## src/design/lic_pkg.sv

```systemverilog
// Shared types, constants and the status update function of the
// latching interrupt controller. Used by lic_core and the top level.
package lic_pkg;

	// operation codes of an input transaction
	typedef enum logic [2:0] {
		OP_SET   = 3'd0,
		OP_CLEAR = 3'd1,
		OP_PULSE = 3'd2,
		OP_READ  = 3'd3,
		OP_WRITE = 3'd4
	} lic_op_t;

	// register codes inside one bank (index bits 2..0)
	localparam logic [2:0] REG_STATUS = 3'd0;
	localparam logic [2:0] REG_ENABLE = 3'd1;
	localparam logic [2:0] REG_ACK    = 3'd2;
	localparam logic [2:0] REG_LATCH  = 3'd3;
	localparam logic [2:0] REG_INVERT = 3'd4;
	localparam logic [2:0] REG_MASKED = 3'd5;

	// global register indexes
	localparam logic [5:0] IDX_REVISION = 6'd20;
	localparam logic [5:0] IDX_COUNT    = 6'd21;

	localparam logic [31:0] REVISION_WORD = 32'h0001_0900;
	localparam logic [7:0]  COUNT_BYTE    = 8'd22;

	localparam int NUM_BANKS = 2;
	localparam int IN_BYTES  = 3;
	localparam int OUT_BYTES = 9;

	// one input transaction
	typedef struct packed {
		logic [7:0] wdata;
		logic [7:0] addr;
		logic [4:0] line;
		logic [2:0] op;
	} lic_item_t;

	// one result transaction
	typedef struct packed {
		logic [31:0] pending_second;
		logic [31:0] pending_first;
		logic [7:0]  rdata;
	} lic_result_t;

	// latched bits stick once set, unlatched bits follow the level
	function automatic logic [31:0] recompute_status(
		input logic [31:0] status,
		input logic [31:0] lvl,
		input logic [31:0] lat
	);
		return (lvl & ~lat) | ((status | lvl) & lat);
	endfunction

endpackage

```

## src/design/lic_core.sv

```systemverilog
// State registers and single-pass update logic of the interrupt controller.
// Depends on lic_pkg for the item and result types and register codes.
module lic_core (
	input  logic                clk,
	input  logic                arst_n,
	input  logic                step,
	input  lic_pkg::lic_item_t  item,
	output lic_pkg::lic_result_t result
);

	logic [31:0] level_q;
	logic [31:0] status_q [lic_pkg::NUM_BANKS];
	logic [31:0] enable_q [lic_pkg::NUM_BANKS];
	logic [31:0] latch_q  [lic_pkg::NUM_BANKS];
	logic [31:0] invert_q [lic_pkg::NUM_BANKS];

	logic [31:0] level_d;
	logic [31:0] status_d [lic_pkg::NUM_BANKS];
	logic [31:0] enable_d [lic_pkg::NUM_BANKS];
	logic [31:0] latch_d  [lic_pkg::NUM_BANKS];
	logic [31:0] invert_d [lic_pkg::NUM_BANKS];

	lic_pkg::lic_op_t op;
	logic [31:0] line_bit;
	logic [31:0] level_set;
	logic [31:0] level_clr;
	logic [31:0] first_level;
	logic [31:0] first_status [lic_pkg::NUM_BANKS];
	logic [5:0]  idx;
	logic        bank;
	logic [4:0]  shift;
	logic [31:0] lane_mask;
	logic [31:0] wbyte;
	logic [31:0] rword;
	logic [7:0]  rdata;

	assign op        = lic_pkg::lic_op_t'(item.op);
	assign line_bit  = 32'd1 << item.line;
	assign level_set = level_q | line_bit;
	assign level_clr = level_q & ~line_bit;
	// a clear drops the line at once; set and pulse raise it first
	assign first_level = (op == lic_pkg::OP_CLEAR) ? level_clr : level_set;

	assign idx       = item.addr[7:2];
	assign bank      = item.addr[5];
	assign shift     = {item.addr[1:0], 3'b000};
	assign lane_mask = 32'h0000_00FF << shift;
	assign wbyte     = {24'd0, item.wdata} << shift;

	// recompute status for the raised (or cleared) level of each bank
	always_comb begin
		for (int b = 0; b < lic_pkg::NUM_BANKS; b++) begin
			first_status[b] = lic_pkg::recompute_status(status_q[b],
				first_level ^ invert_q[b], latch_q[b]);
		end
	end

	// select the read word
	always_comb begin
		rword = 32'd0;
		if (idx[5:4] == 2'b00) begin
			case (idx[2:0])
				lic_pkg::REG_STATUS: rword = status_q[bank];
				lic_pkg::REG_ENABLE: rword = enable_q[bank];
				lic_pkg::REG_LATCH:  rword = latch_q[bank];
				lic_pkg::REG_INVERT: rword = invert_q[bank];
				lic_pkg::REG_MASKED: rword = status_q[bank] & enable_q[bank];
				default:             rword = 32'd0;
			endcase
		end else if (idx == lic_pkg::IDX_REVISION) begin
			rword = lic_pkg::REVISION_WORD;
		end else if (idx == lic_pkg::IDX_COUNT) begin
			// lanes 0 and 1 read the count, lanes 2 and 3 read zero
			rword = {16'd0, lic_pkg::COUNT_BYTE, lic_pkg::COUNT_BYTE};
		end
	end

	// next state and read byte for the current transaction
	always_comb begin
		level_d  = level_q;
		status_d = status_q;
		enable_d = enable_q;
		latch_d  = latch_q;
		invert_d = invert_q;
		rdata    = 8'd0;
		case (op)
			lic_pkg::OP_SET, lic_pkg::OP_CLEAR: begin
				level_d  = first_level;
				status_d = first_status;
			end
			lic_pkg::OP_PULSE: begin
				level_d = level_clr;
				for (int b = 0; b < lic_pkg::NUM_BANKS; b++) begin
					status_d[b] = lic_pkg::recompute_status(first_status[b],
						level_clr ^ invert_q[b], latch_q[b]);
				end
			end
			lic_pkg::OP_READ: begin
				rdata = 8'(rword >> shift);
			end
			lic_pkg::OP_WRITE: begin
				if (idx[5:4] == 2'b00) begin
					case (idx[2:0])
						lic_pkg::REG_ENABLE:
							enable_d[bank] = (enable_q[bank] & ~lane_mask) | wbyte;
						lic_pkg::REG_ACK:
							status_d[bank] = status_q[bank] & ~(wbyte & latch_q[bank]);
						lic_pkg::REG_LATCH:
							latch_d[bank] = (latch_q[bank] & ~lane_mask) | wbyte;
						lic_pkg::REG_INVERT:
							invert_d[bank] = (invert_q[bank] & ~lane_mask) | wbyte;
						default: ;
					endcase
				end
			end
			default: ;
		endcase
	end

	// commit state on each stepped transaction
	always_ff @(posedge clk or negedge arst_n) begin
		if (!arst_n) begin
			level_q <= '0;
			for (int b = 0; b < lic_pkg::NUM_BANKS; b++) begin
				status_q[b] <= '0;
				enable_q[b] <= '0;
				latch_q[b]  <= '0;
				invert_q[b] <= '0;
			end
		end else if (step) begin
			level_q  <= level_d;
			status_q <= status_d;
			enable_q <= enable_d;
			latch_q  <= latch_d;
			invert_q <= invert_d;
		end
	end

	assign result.rdata          = rdata;
	assign result.pending_first  = status_d[0] & enable_d[0];
	assign result.pending_second = status_d[1] & enable_d[1];

endmodule

```

## src/design/latching_interrupt_controller.sv

```systemverilog
// Channel  Dir  Bits  Contents
// s_*      in   24    op, line, addr, wdata
// m_*      out  72    rdata, pending_first, pending_second
//
// One transaction per cycle sustained while m_tready stays high; each passes the
// input register, then the result register. State update is one shallow pass over 32-bit words.
// arst_n clears the line level and all bank registers to zero.
// A stalled result holds in the result register; one more transaction waits
// in the input register, then s_tready drops until m_tready returns.
// Top level of the latching interrupt controller; depends on lic_pkg, lic_core.
module latching_interrupt_controller (
	input  logic        clk,
	input  logic        arst_n,
	input  logic        s_tvalid,
	output logic        s_tready,
	input  logic [23:0] s_tdata,   // op[2:0], line[7:3], addr[15:8], wdata[23:16]
	output logic        m_tvalid,
	input  logic        m_tready,
	output logic [71:0] m_tdata    // rdata[7:0], pending_first[39:8], pending_second[71:40]
);

	lic_pkg::lic_item_t   item_s1;
	logic                 valid_s1;
	lic_pkg::lic_result_t result;
	lic_pkg::lic_result_t result_s2;
	logic                 valid_s2;
	logic                 advance;

	// move the held transaction on when the result register is free
	assign advance  = valid_s1 && (!valid_s2 || m_tready);
	assign s_tready = !valid_s1 || advance;

	// input register
	always_ff @(posedge clk or negedge arst_n) begin
		if (!arst_n) begin
			valid_s1 <= 1'b0;
		end else if (s_tready) begin
			valid_s1 <= s_tvalid;
		end
	end

	always_ff @(posedge clk) begin
		if (s_tready && s_tvalid) begin
			item_s1 <= lic_pkg::lic_item_t'(s_tdata);
		end
	end

	lic_core u_core (
		.clk    (clk),
		.arst_n (arst_n),
		.step   (advance),
		.item   (item_s1),
		.result (result)
	);

	// result register
	always_ff @(posedge clk or negedge arst_n) begin
		if (!arst_n) begin
			valid_s2 <= 1'b0;
		end else if (advance) begin
			valid_s2 <= 1'b1;
		end else if (m_tready) begin
			valid_s2 <= 1'b0;
		end
	end

	always_ff @(posedge clk) begin
		if (advance) begin
			result_s2 <= result;
		end
	end

	assign m_tvalid = valid_s2;
	assign m_tdata  = result_s2;

endmodule

```

## config.mk

```make
export PLATFORM = sky130hd
export DESIGN_NAME = latching_interrupt_controller
export DESIGN_NICKNAME = d
export VERILOG_FILES = /design/src/design/lic_pkg.sv /design/src/design/lic_core.sv /design/src/design/latching_interrupt_controller.sv
export SDC_FILE = /design/constraint.sdc
export NUM_CORES = 1
export LEC_CHECK = 0
export BUFFER_PORTS_ARGS = -buffer_cell sky130_fd_sc_hd__buf_2
export CORE_ASPECT_RATIO = 0.7
export CORE_MARGIN = 4
export CORE_UTILIZATION = 30
export DETAILED_ROUTE_END_ITERATION = 7
export PLACE_DENSITY = 0.52
export SYNTH_ARGS = -nofsm -noshare
export SYNTH_HDL_FRONTEND = slang
export SYNTH_SLANG_ARGS = --single-unit
```

## constraint.sdc

```tcl
create_clock -name clk -period 10.73 [get_ports clk]
set_input_delay 1.073 -clock clk [delete_from_list [all_inputs] [get_ports clk]]
set_output_delay 1.073 -clock clk [all_outputs]
set_load 0.01 [all_outputs]
```

==> summary.txt <==
Run status
  – Outcome: finished, final reports clean

Die
  – Die Y: 244.1 um
  – Cell Rows: 86
  – Die area: 84290 um2
  – Die X: 345.3 um
  – Core outline area: 78770 um2
  – Initial Util: 0.3033
  – Top-level I/O count: 102

Final layout
  – # diodes: 0
  – Layout cells sized above 1: 0.1847
  – Multi-input gate area: 12830 um2
  – Fillers: 8048
  – Fin cells: 3633
  – Nets: 2573
  – Final Instance Area: 26820 um2
  – Reg area: 10140 um2
  – Area growth from synthesis to layout: 12.24%

Min path
  – Min-delay src: u_core.enable_q[33]
  – Worst hold path type: reg2reg
  – Hold Path End: u_core.enable_q[33]
  – Cells on Worst Hold Path: 2

Timing
  – Fin crit share: 0.3882
  – Hold Violations, Final: 0
  – Max-slew headroom: 0.1696
  – RSZ-0062 raised after global routing: no
  – Fin. max-slew vios: 0
  – Min Tclk post-route: 4.165 ns
  – Worst Clk Skew: 0.02686 ns
  – Setup TNS: 0 ns
  – Final setup violating endpoints: 0
  – F_max: 240.1 MHz
  – Worst Tran Pin Value: 1.236 ns

Detailed routing
  – Post-Route WL: 104500 um
  – Number of DRC markers in iteration 0: 3432
  – Metal2 WL: 41700 um
  – Highest Signal Layer: met5
  – Initial DRT Pass Iterations: 8
  – Met3 wire len: 13170 um
  – Metal-1 WL: 45980 um
  – Drt wl/cell: 28.76 um
  – Vias/cell: 6.166
  – Via count: 22400
  – ANT nets after route: 0
  – DRC Markers: 0

Synthesis
  – EDFF count, synth: 96
  – Post-Synthesis Cell Area: 23890 um2
  – #FFs+latches synth: 386
  – Area leader, netlist: dfrtp_1
  – Proportion of netlist area held by the largest area contributor: 0.3037
  – Synth Instances: 2527
  – Synth Net Count: 2555
  – Post-synthesis sequential area ratio: 0.4244
  – YS warnings: 0
  – Mean post-synth cell area: 9.455 um2
  – Post-synth top flop: dfrtp_1
  – Synth async-reset ratio: 0.7513
  – Synth cell types: 89
  – Area contributors post-synth: dfrtp_1 30%, edfxtp_1 12%, mux2_2 8.4%

Clocking
  – Num CTS Buffers: 42
  – CTS Sinks: 386
  – Post-CTS Hold Fix Bufs: 0
  – CTS tree: done
  – Clock latency on the worst-skew pair: 0.60 ns
  – Reg clk slew, reported paths: 0.06 ns
  – CTS max path bufs: 3
  – CTS root buf: clkbuf_16
  – Htree depth: 2
  – Postcts setup bufs: 0
  – Post-CTS sizing: 0

Power
  – P_sw: 1.303 mW
  – PwrDens: 150.4 nW/um2
  – Leak: 10.13 nW
  – Total chip power: 4.034 mW
  – Pint: 2.731 mW
  – Clock share of power: 0.373
  – Max VDD drop: 0.00009872 V
  – Sw Ratio: 0.3230
  – Flop pwr share: 0.435
  – Combinational share of power: 0.192

Worst setup path
  – Crit path capture type: flop
  – Reg2Reg Capture Point: u_core.latch_q[23]
  – CP Cell Sequence: buf_4 -> buf_4 -> or3b_1 -> nor2_1 -> nand4_2 -> nor2_2 -> mux2_2
  – Maximum fanout along the worst path: 45
  – Crit path DAT: 4.65 ns
  – Setup crit start kind: flop
  – Logic depth of the worst setup path including buffers: 7
  – Worst r2r path cells: 7
  – Crit path buf inv count: 2
  – Most frequent CP cell: buf_4
  – Slowest stage delay, CP: 0.83 ns
  – Reg2reg setup slack: 6.56 ns
  – Family with the most delay on the worst path: simple AND/OR/NAND/NOR gates
  – Kind of critical path: reg2reg
  – R2R Path Start: item_s1[2]
  – Worst EP required: 11.21 ns
  – Critical-path top delay cell: nor2_2

Global route
  – First-pass GRT wire length: 151100 um
  – Vias in the first global route: 21040
  – Largest net degree at the start of global routing: 99
  – Remaining Overflow, GRT: 0
  – Gr usage total: 0.2387
  – Initial antenna violation count: 7

Place
  – Placed instance area: 25460 um2
  – Input/output buffers: 101
  – DP Cell Count: 3557
  – Post-DP HPWL: 68130 um
  – RePlAce Congestion: 0.9203

Run
  – Max-cap violations: 0
==> state kept, by name, indices dropped and copies added, names as in the netlist <==
name and flops:
u_core.status_q 64, item_s1 24, u_core.level_q 32, u_core.latch_q 64
u_core.enable_q 64, m_tvalid 1, valid_s1 1, u_core.invert_q 64
m_tdata 72
==> how the worst max path moves through the flow <==
stage                         end  slack, ns        from
2_1_floorplan          m_tdata[0]       6.36    m_tready
3_3_place_gp   u_core.latch_q[27]       6.67    m_tready
3_5_place_dp   u_core.latch_q[23]       6.63    m_tready
4_1_cts        u_core.latch_q[23]       6.70  item_s1[2]
5_1_grt               m_tdata[28]       6.48  item_s1[2]
6_report       u_core.latch_q[23]       6.56  item_s1[2]
==> worst min-delay path, cell delays in order, from the launching register on <==
cell	delay [ns]
dfrtp_1	0.36
nand2_1	0.05
o21ai_0	0.06
==> metal layers <==
metal,track usage,vias up
met4,0.07374,2
met5,0,-
met3,0.07075,233
met2,0.3323,1490
li1,-,9560
met1,0.3524,11120
==> Yosys cell counts (7+ instances only) <==
cell type / number
nand2_1: 296
dfrtp_1: 290
a21oi_1: 207
mux2_2: 178
nor2_1: 164
o21ai_0: 146
clkbuf_1: 118
mux2i_1: 104
edfxtp_1: 96
o211ai_1: 71
a31oi_1: 61
nand2b_1: 55
nand3_1: 53
buf_2: 47
a32oi_1: 46
xnor2_1: 46
nand4_1: 40
inv_1: 39
nor3_1: 34
o2111ai_1: 34
a211oi_1: 24
o21ai_1: 21
o31a_1: 19
mux4_2: 16
buf_1: 15
a221oi_1: 14
and3_1: 14
nor2_2: 14
or3_1: 14
o21a_1: 13
a21boi_0: 12
nor4_1: 12
o22ai_1: 12
and2_1: 11
a22oi_1: 10
nor2b_1: 10
nor3b_1: 10
a311oi_1: 9
nand3b_1: 9
o221a_2: 8
buf_4: 7
o31ai_1: 7
==> cells by family after synthesis <==
logic type               synth area share
AO/OA/AOI/OAI                      0.2125
AND/OR/NAND/NOR                    0.1609
buffers and inverters             0.04095
multiplexers                       0.1425
adder cells (fa/ha/maj)         0.0004190
XOR/XNOR                          0.01833
flip-flops                         0.4244
==> layout by cell type, fill, tap and decap left out, drive strengths merged, types with 24 or more instances in the layout <==
cell     instances
nand3           55
o21ai          167
mux2i          104
clkbuf          60
o2111ai         34
edfxtp          96
a32oi           46
nand4           42
nand2b          55
xnor2           46
inv             43
buf            163
a21oi          207
nor3            39
mux2           178
a211oi          24
nor2           180
a31oi           61
dfrtp          290
o211ai          71
nand2          296
==> through the flow <==
step	setup slack, ns	utilization	hold WS (ns)
6_report	6.565	0.3405	0.4988
5_1_grt	6.475	0.3405	0.5066
4_1_cts	6.703	0.3405	0.4935
3_5_place_dp	6.629	0.3232	0.4775
3_3_place_gp	6.675	0.3232	0.4713
2_1_floorplan	6.356	-	0.4608
==> area by class of cell <==
type	count	area share
multi-input combinational	1907	0.4785
sequential	386	0.3781
tap	1056	0.04927
clock buffer	60	0.04442
timing repair buffer	163	0.03705
inverter	45	0.006485
clock inverter	16	0.006205
==> power by group through the flow <==
stage	registers, mW	clock network, mW	logic, mW
CTS	1.75	1.54	0.755
floorplan	1.74	0	0.486
detailed placement	1.77	0	0.753
global route	1.76	1.60	0.823
global placement	1.77	0	0.742
finish	1.75	1.51	0.774
No activity file was read; power rests on OpenSTA's default activity.
